[config.mk]
export PLATFORM = sky130hd
export DESIGN_NAME = cpt_cell
export DESIGN_NICKNAME = d
export VERILOG_FILES = /design/src/hdl/assert_macros.svh /design/src/hdl/cpt_pkg.sv /design/src/hdl/cpt_cell.sv
export SDC_FILE = /design/constraint.sdc
export NUM_CORES = 1
export LEC_CHECK = 0
export BUFFER_PORTS_ARGS = -buffer_cell sky130_fd_sc_hd__buf_2
export CAP_MARGIN = 25
export CELL_PAD_IN_SITES_DETAIL_PLACEMENT = 0
export CELL_PAD_IN_SITES_GLOBAL_PLACEMENT = 1
export CORE_ASPECT_RATIO = 1.75
export CORE_MARGIN = 8
export CORE_UTILIZATION = 45
export DETAILED_ROUTE_END_ITERATION = 10
export PLACE_DENSITY_LB_ADDON = 0.1
export SYNTH_ARGS = -nofsm -noshare
export SYNTH_HDL_FRONTEND = slang
export SYNTH_SLANG_ARGS = --single-unit
[constraint.sdc]
create_clock -name i_clk -period 7.4 [get_ports i_clk]
set_input_delay 0 -clock i_clk [delete_from_list [all_inputs] [get_ports i_clk]]
set_output_delay 0 -clock i_clk [all_outputs]
set_load 0.01 [all_outputs]
[src/hdl/assert_macros.svh]
// assertion helpers, sampled on the rising edge of i_clk, muted while in reset
`ifndef ASSERT_MACROS_SVH
`define ASSERT_MACROS_SVH

// a condition that must hold at every edge
`define CPT_ASSERT_ALWAYS(lbl, cond, msg) \
    lbl: assert property (@(posedge i_clk) disable iff (!i_rst_n) (cond)) else $error(msg);

// a condition that must hold at the edge after a trigger
`define CPT_ASSERT_NEXT(lbl, trig, cond, msg) \
    lbl: assert property (@(posedge i_clk) disable iff (!i_rst_n) (trig) |=> (cond)) else $error(msg);

`endif

[src/hdl/cpt_pkg.sv]
package cpt_pkg;

    localparam int DEF_MAX_CIRCLES = 64;

    localparam int POS_W = 12;
    localparam int RAD_W = 11;
    localparam int CNT_W = 7;
    localparam int FLD_W = 13;

    // commands
    localparam logic [1:0] CMD_PLACE  = 2'd0;
    localparam logic [1:0] CMD_ADD    = 2'd1;
    localparam logic [1:0] CMD_REMOVE = 2'd2;
    localparam logic [1:0] CMD_UNUSED = 2'd3;

    // result status codes
    localparam logic [2:0] STAT_PLACED  = 3'd0;
    localparam logic [2:0] STAT_BORDER  = 3'd1;
    localparam logic [2:0] STAT_OVERLAP = 3'd2;
    localparam logic [2:0] STAT_FULL    = 3'd3;
    localparam logic [2:0] STAT_REMOVED = 3'd4;
    localparam logic [2:0] STAT_MISS    = 3'd5;

    // register word indexes
    localparam logic [1:0] REG_CENTER_X     = 2'd0;
    localparam logic [1:0] REG_CENTER_Y     = 2'd1;
    localparam logic [1:0] REG_FIELD_WIDTH  = 2'd2;
    localparam logic [1:0] REG_FIELD_HEIGHT = 2'd3;

    typedef struct packed {
        logic [POS_W-1:0] x;
        logic [POS_W-1:0] y;
        logic [RAD_W-1:0] r;
    } t_circle;

    typedef struct packed {
        logic [1:0]       command;
        logic [POS_W-1:0] pos_x;
        logic [POS_W-1:0] pos_y;
        logic [RAD_W-1:0] radius;
    } t_in;

    typedef struct packed {
        logic [2:0]       status;
        logic [POS_W-1:0] removed_x;
        logic [POS_W-1:0] removed_y;
        logic [RAD_W-1:0] removed_radius;
        logic [CNT_W-1:0] stored_count;
    } t_out;

    typedef struct packed {
        logic sq_en;
        logic cmp_en;
        logic upd_en;
        logic remove_mode;
        logic store;
        logic shift;
    } t_cell_ctl;

endpackage

[src/hdl/cpt_cell.sv]
module cpt_cell #(
    parameter int IDX   = 0,
    parameter int CNT_B = 7
) (
    input  logic                  i_clk,
    input  cpt_pkg::t_cell_ctl    i_ctl,
    input  cpt_pkg::t_circle      i_pos,
    input  logic [CNT_B-1:0]      i_count,
    input  cpt_pkg::t_circle      i_next,
    input  logic                  i_prior,
    output cpt_pkg::t_circle      o_data,
    output logic                  o_prior,
    output logic                  o_first
);

    cpt_pkg::t_circle r_data;
    logic [23:0]      r_dx2;
    logic [23:0]      r_dy2;
    logic [23:0]      r_thr2;
    logic             r_flag;

    logic               w_valid;
    logic signed [12:0] w_dx;
    logic signed [12:0] w_dy;
    logic signed [25:0] w_dx_sq;
    logic signed [25:0] w_dy_sq;
    logic [11:0]        w_thr;
    logic [23:0]        w_thr_sq;
    logic [24:0]        w_dist;
    logic [24:0]        w_lim;
    logic               n_flag;

    assign w_valid = (CNT_B'(IDX) < i_count);

    assign w_dx     = $signed({1'b0, r_data.x}) - $signed({1'b0, i_pos.x});
    assign w_dy     = $signed({1'b0, r_data.y}) - $signed({1'b0, i_pos.y});
    assign w_dx_sq  = 26'(w_dx) * 26'(w_dx);
    assign w_dy_sq  = 26'(w_dy) * 26'(w_dy);
    // remove probes against the own radius, place against the radius sum
    assign w_thr    = i_ctl.remove_mode ? {1'b0, r_data.r}
                                        : ({1'b0, r_data.r} + {1'b0, i_pos.r});
    assign w_thr_sq = {12'd0, w_thr} * {12'd0, w_thr};

    assign w_dist = {1'b0, r_dx2} + {1'b0, r_dy2};
    assign w_lim  = {1'b0, r_thr2};
    assign n_flag = w_valid && (i_ctl.remove_mode ? (w_dist < w_lim) : !(w_dist > w_lim));

    always_ff @(posedge i_clk) begin
        if (i_ctl.sq_en) begin
            r_dx2  <= w_dx_sq[23:0];
            r_dy2  <= w_dy_sq[23:0];
            r_thr2 <= w_thr_sq;
        end
        if (i_ctl.cmp_en) begin
            r_flag <= n_flag;
        end
        if (i_ctl.upd_en) begin
            if (i_ctl.store && (CNT_B'(IDX) == i_count)) begin
                r_data <= i_pos;
            end else if (i_ctl.shift && (i_prior || r_flag)) begin
                r_data <= i_next;
            end
        end
    end

    assign o_data  = r_data;
    assign o_prior = i_prior | r_flag;
    assign o_first = r_flag & ~i_prior;

endmodule

==> reports/qor.yml, run 1 <==
clock_network:
  htree_levels: 3
  clock-sinks: 105
  clk_latency_ns: 0.39
  ctsRootBufferMaster: "clkbuf_16"
  cts_buffers: 9
  cts_tree: "done"
  cts_buffer_depth: 2
  clk_pin_slew_ns: 0.09
run_status:
  status: "finished, final reports clean"
routing:
  vias: 16200
  wl_per_cell_um: 17.3
  antenna_left: 0
  wl_um: 54700
  viasPerCell: 5.11
  drt_iter0_markers: 542
  drt_first_pass_iters: 5
  drc: 0
grt:
  grt.total_usage: 0.208
  grt_pass1_wl_um: 89600
  grt_max_degree: 70
  antenna_found_initial: 0
  grt-ovfl-total: 0
  grt_pass1_vias: 18300
synth:
  syn-num-nets: 2939
  yosysUniqueCellTypes: 74
  ys_warn_count: 0
  synth_edf_count: 105
  synthFlopType: "edfxtp_1"
  ys_seq_area_frac: 0.150
  async_flop_share: 0
  synth_area_per_cell_um2: 9.39
  synth_seq_cells: 105
  postSynthCellCount: 2243
  syn_area_um2: 21100
die:
  die_y_um: 302
  rows: 105
  core_um2: 46500
  die_w_um: 180
  ios: 122
  start_util: 0.453
  die-area_um2: 54300
sta:
  hold_violations: 0
  drv_slew: 0
  fin_crit_ns: 7.15
  slew_headroom: 0.419
  clock_skew_ns: 0.00969
  whs_ns: 0.0116
  finalSetupViolCount: 0
  clock.fmax_mhz: 140
  layout_worst_path_cycle_share: 0.967
  max_slew.worst_pin.slew_ns: 0.872
finish:
  nets: 3264
  n_fill_cell: 4451
  layout_common_cells: "inv_1, fa_1, ha_1"
  layout_commonest_cell: "inv_1"
  n_antenna_cell: 0
  layout-drive-gt1-share: 0.156
  area_growth_pct: 17.5
worst_hold_path:
  holdCritPathClass: "in -> reg"
place:
  place.gp.congestion: 0.875
  dp_hpwl_um: 46500
  io_buffers: 121
worst_setup_path:
  crit_type: "reg -> reg"
  start_kind: "register"
  arrival_ns: 7.30
  worstSetupEndpointType: "register"
  required_ns: 7.54
  critPathMaxFanout: 3
run:
  drv_cap: 0
-- critical path, stage by stage (launching register included) --
cell       delay, ns
edfxtp_1        0.40
ha_1            0.28
a21o_1          0.17
a21o_1          0.20
a2111oi_4       0.34
nor3_2          0.10
or4_4           0.44
and2_4          0.18
and3_4          0.17
fa_1            0.59
inv_1           0.07
fa_1            0.48
inv_1           0.05
fa_1            0.51
fa_1            0.53
inv_1           0.05
fa_1            0.48
inv_1           0.05
ha_2            0.17
or4_4           0.53
o211a_1         0.26
nor2_2          0.14
a211oi_2        0.10
a41o_1          0.21
o41ai_2         0.32
xnor2_1         0.12
-- stage by stage --
step           std cells   util  TNS [ns]  cell area [um^2]  setup slack [ns]
3_5_place_dp        3054  0.501   -0.0212             23300           -0.0212
3_3_place_gp        3054  0.501         0             23300           0.00675
4_1_cts             3136  0.522         0             24300            0.0268
6_report            3161  0.532         0             24700             0.245
2_1_floorplan       2243      -         0             21100             0.222
5_1_grt             3161  0.532    -0.185             24700           -0.0640
-- path summary, 6_finish.rpt --
| check | startpoint | depth (start not counted) | slack, ns | end |
|---|---|---|---|---|
| max | o_data[1] | 25 | 0.25 | r_thr2[22] |
| min | i_pos[20] | 3 | 0.01 | o_data[20] |
| max reg2reg | o_data[1] | 25 | 0.25 | r_thr2[22] |
| min reg2reg | r_dy2[23] | 3 | 0.89 | r_flag |
-- registers in the layout, indices dropped and copies added (netlist names) --
signal and flops:
o_data 35, r_dx2 23, r_dy2 23, r_flag 1
r_thr2 23
-- area by class of cell --
type,count,area [um^2],share of cell area
multi-input cells,1563,16000,0.648
well taps,588,736,0.0297
clock inverters,7,91.3,0.00369
clock buffers,9,225,0.00910
inverters,544,2050,0.0828
repair buffers,345,2460,0.0993
flip-flops and latches,105,3150,0.127
-- routing by layer --
layer / wire, um / vias to the layer above / track usage
met5: 0 / - / 0
met4: 2560 / 0 / 0.0972
met3: 1250 / 114 / 0.0195
met2: 32000 / 270 / 0.437
met1: 18900 / 8061 / 0.196
li1: - / 7720 / -
-- kinds of logic (layout without fill, tap and decap cells) --
logic type      count (synthesis)  count (layout)  synth area share
simple gates                  539             539             0.116
other cells                     1               1          0.000178
buf+inv                       575             905             0.103
flops                         105             105             0.150
mux                            21              21            0.0108
xor+xnor                      118             118            0.0494
fa+ha+maj                     611             611             0.485
compound gates                273             273            0.0867
-- Yosys cell counts, drive strengths merged (4+ instances only) --
cell type | number | area, um^2
o21a | 22 | 165
inv | 538 | 2020
nor2b | 18 | 113
a21boi | 9 | 67.6
fa | 342 | 6850
nand4 | 4 | 25.0
o211ai | 6 | 45.0
or2 | 5 | 33.8
mux2i | 7 | 70.1
or4 | 4 | 30.0
a31oi | 10 | 83.8
mux2 | 14 | 158
nand3 | 17 | 85.1
a211o | 4 | 35.0
a211oi | 9 | 72.6
edfxtp | 105 | 3150
clkbuf | 29 | 109
ha | 269 | 3370
xor2 | 35 | 307
a31o | 4 | 35.0
nand2b | 38 | 238
nand2 | 187 | 702
nor3 | 31 | 166
or3 | 16 | 105
and3 | 11 | 68.8
nand3b | 4 | 30.0
and2 | 13 | 81.3
o21bai | 9 | 67.6
a21o | 34 | 255
clkinv | 6 | 22.5
xnor2 | 83 | 734
o31a | 6 | 52.6
nor2 | 181 | 679
a21oi | 62 | 318
o21ai | 73 | 369
-- timing repair --
action / CTS / global route
pin swaps: 0 / 41
hold buffers: 66 / 0
gates cloned: 0 / 0
setup buffers: 0 / 25
setup endpoints to repair: 1 / 21
hold endpoints to repair: 36 / 0
resized for setup: 1 / 77
Power of run 1 is not shown: default switching activity piles up to over one toggle a cycle in this logic, so the estimate is an artifact.
==> run 2: changes to the inputs <==
--- a/config.mk
+++ b/config.mk
@@ -11,5 +11,4 @@
 export CELL_PAD_IN_SITES_GLOBAL_PLACEMENT = 1
 export CORE_ASPECT_RATIO = 1.75
-export CORE_MARGIN = 8
 export CORE_UTILIZATION = 45
 export DETAILED_ROUTE_END_ITERATION = 10
==> constraint.sdc (replaced) <==
create_clock -name i_clk -period 7.4 [get_ports i_clk]
set_input_delay 0 -clock i_clk [delete_from_list [all_inputs] [get_ports i_clk]]
set_output_delay 0 -clock i_clk [all_outputs]
set_load 0.02 [all_outputs]
==> reports/qor.yml, run 2 (same netlist as run 1, synthesis figures left out) <==
sta:
  finalSetupViolCount: 0  # unchanged
  drv_slew: 0  # unchanged
  rsz0062_at_grt: "true"
  fin_crit_ns: 7.29  # +0.132 ns
  max_slew.worst_pin.slew_ns: 0.870  # -0.00128 ns
  clock_skew_ns: 0.0175  # +0.00779 ns
  hold_violations: 0  # unchanged
  clock.fmax_mhz: 137  # -1.8%
  whs_ns: 0.0189  # +0.00728 ns
  layout_worst_path_cycle_share: 0.985  # +0.0179
  fin_tns_setup_ns: 0  # unchanged
  slew_headroom: 0.420  # +0.000856
  setup_slack_ns: 0.113  # -0.132 ns
worst_setup_path:
  crit_type: "reg -> reg"
  rr_worst_depth: 25  # unchanged
  ff2ff_setup_slack_ns: 0.11  # -0.13 ns
  worst_path_max_delay_cell: "fa_1"
  critPathMaxFanout: 4  # +1
  worstSetupEndpointType: "register"
  reg2reg_from: "o_data[1]"
  start_kind: "register"
  r2r_end: "r_thr2[22]"
  max_stage_delay_ns: 0.58  # about the same
  crit_family: "adder cells"
  path_buf_inv: 4  # unchanged
  arrival_ns: 7.41  # +0.11 ns
  required_ns: 7.52  # -0.02 ns
clock_network:
  clk_pin_slew_ns: 0.09  # about the same
  clock-sinks: 105  # unchanged
  htree_levels: 3  # unchanged
  cts_buffers: 9  # unchanged
  ctsRootBufferMaster: "clkbuf_16"
  cts_tree: "done"
  clk_latency_ns: 0.39  # about the same
  cts_buffer_depth: 2  # unchanged
die:
  die-area_um2: 47700  # -12%
  ios: 122  # unchanged
  core_um2: 46100  # -0.95%
  rows: 104  # -0.95%
  start_util: 0.457  # +0.00435
  die_y_um: 288  # -4.6%
  die_w_um: 166  # -7.8%
run_status:
  violations: "DRC"
  status: "finished with violations"
place:
  place.gp.congestion: 0.904  # +3.3%
  dp_hpwl_um: 45200  # -2.9%
  dp_slack_ns: -0.116  # -0.0947 ns
  place_area_um2: 23000  # -1.1%
  io_buffers: 121  # unchanged
grt:
  grt_max_degree: 70  # unchanged
  top_usage_layer: "met2"
  grt.total_usage: 0.239  # +0.0309
  antenna_found_initial: 0  # unchanged
  grt_pass1_vias: 17700  # -2.9%
  grt-ovfl-total: 0  # unchanged
  grt_util_met3: 0.0234  # +0.00393
  use_met1: 0.234  # +0.0380
  grt_pass1_wl_um: 86600  # -3.4%
  met2_usage: 0.474  # +0.0368
finish:
  layout_commonest_cell: "inv_1"
  largest_reg_flops: 35  # unchanged
  area_growth_pct: 17.1
  nets: 3239  # -0.77%
  layout_common_cells: "inv_1, fa_1, ha_1"
  stdcell_area_um2: 24700  # -0.32%
  layout-drive-gt1-share: 0.156  # about the same
  n_antenna_cell: 0  # unchanged
routing:
  drt_first_pass_iters: 9  # +4
  viasPerCell: 5.15  # +0.79%
  wl_per_cell_um: 17.1  # -1.2%
  drc: 8  # +8
  drt_iter0_markers: 604  # +11%
  antenna_left: 0  # unchanged
  wl_um: 53500  # -2.1%
  vias: 16100  # -0.17%
worst_hold_path:
  min_path_cells: 3  # unchanged
  holdCritPathClass: "in -> reg"
  holdPathEnd: "o_data[31]"
  holdCritStartpoint: "i_pos[31]"
run:
  drv_cap: 0  # unchanged
-- run 2: worst max-delay path by stage --
stage,slack [ns],endpoint,startpoint,depth (start not counted)
CTS,0.02,r_thr2[23],o_data[0],31
finish,0.11,r_thr2[22],o_data[1],25
detailed placement,-0.12,r_thr2[23],o_data[0],29
global route,-0.13,r_thr2[23],o_data[1],31
global placement,-0.09,r_thr2[22],o_data[1],25
floorplan,0.13,r_thr2[22],o_data[0],29
-- run 2: layout make-up --
cell class                 count  area, um^2
sequential                   105        3150
clock buffer                   9         225
multi-input combinational   1563       16100
tap                          583         729
clock inverter                 7        91.3
inverter                     544        2050
fill                        4374       21400
timing repair buffer         320        2280
-- run 2: worst register-to-register path, stage by stage (launching register included) --
cell       delay (ns)
edfxtp_1         0.41
ha_1             0.30
a21o_1           0.15
a21o_1           0.20
a2111oi_4        0.40
nor3_2           0.08
or4_4            0.55
and2_4           0.16
and3_4           0.17
fa_1             0.54
inv_2            0.05
fa_1             0.53
inv_2            0.05
fa_2             0.50
fa_1             0.58
inv_2            0.05
fa_1             0.52
inv_2            0.05
ha_4             0.16
or4_4            0.42
o211a_1          0.26
nor2_2           0.14
a211oi_2         0.10
a41o_1           0.22
o41ai_2          0.33
xnor2_1          0.11
-- run 2: layer usage --
metal,share of wire,wire length [um]
met1,0.35,18500
met2,0.57,30300
met3,0.024,1280
met4,0.064,3410
met5,0,0
-- run 2: timing repair --
| item | 4_1_cts | 5_1_grt |
|---|---|---|
| buffers inserted | 0 | 31 |
| pin swaps | 3 | 54 |
| hold buffers | 68 | 0 |
| endpoints found under the setup margin | 2 | 19 |
| hold endpoints to repair | 36 | 0 |
| resized for setup | 5 | 109 |
-- run 2: stage by stage --
step           instances   util
2_1_floorplan       2243      -
3_3_place_gp        3016  0.500
3_5_place_dp        3016  0.500
4_1_cts             3100  0.523
5_1_grt             3131  0.536
6_report            3131  0.536
Power of run 2 is left out for the same reason.
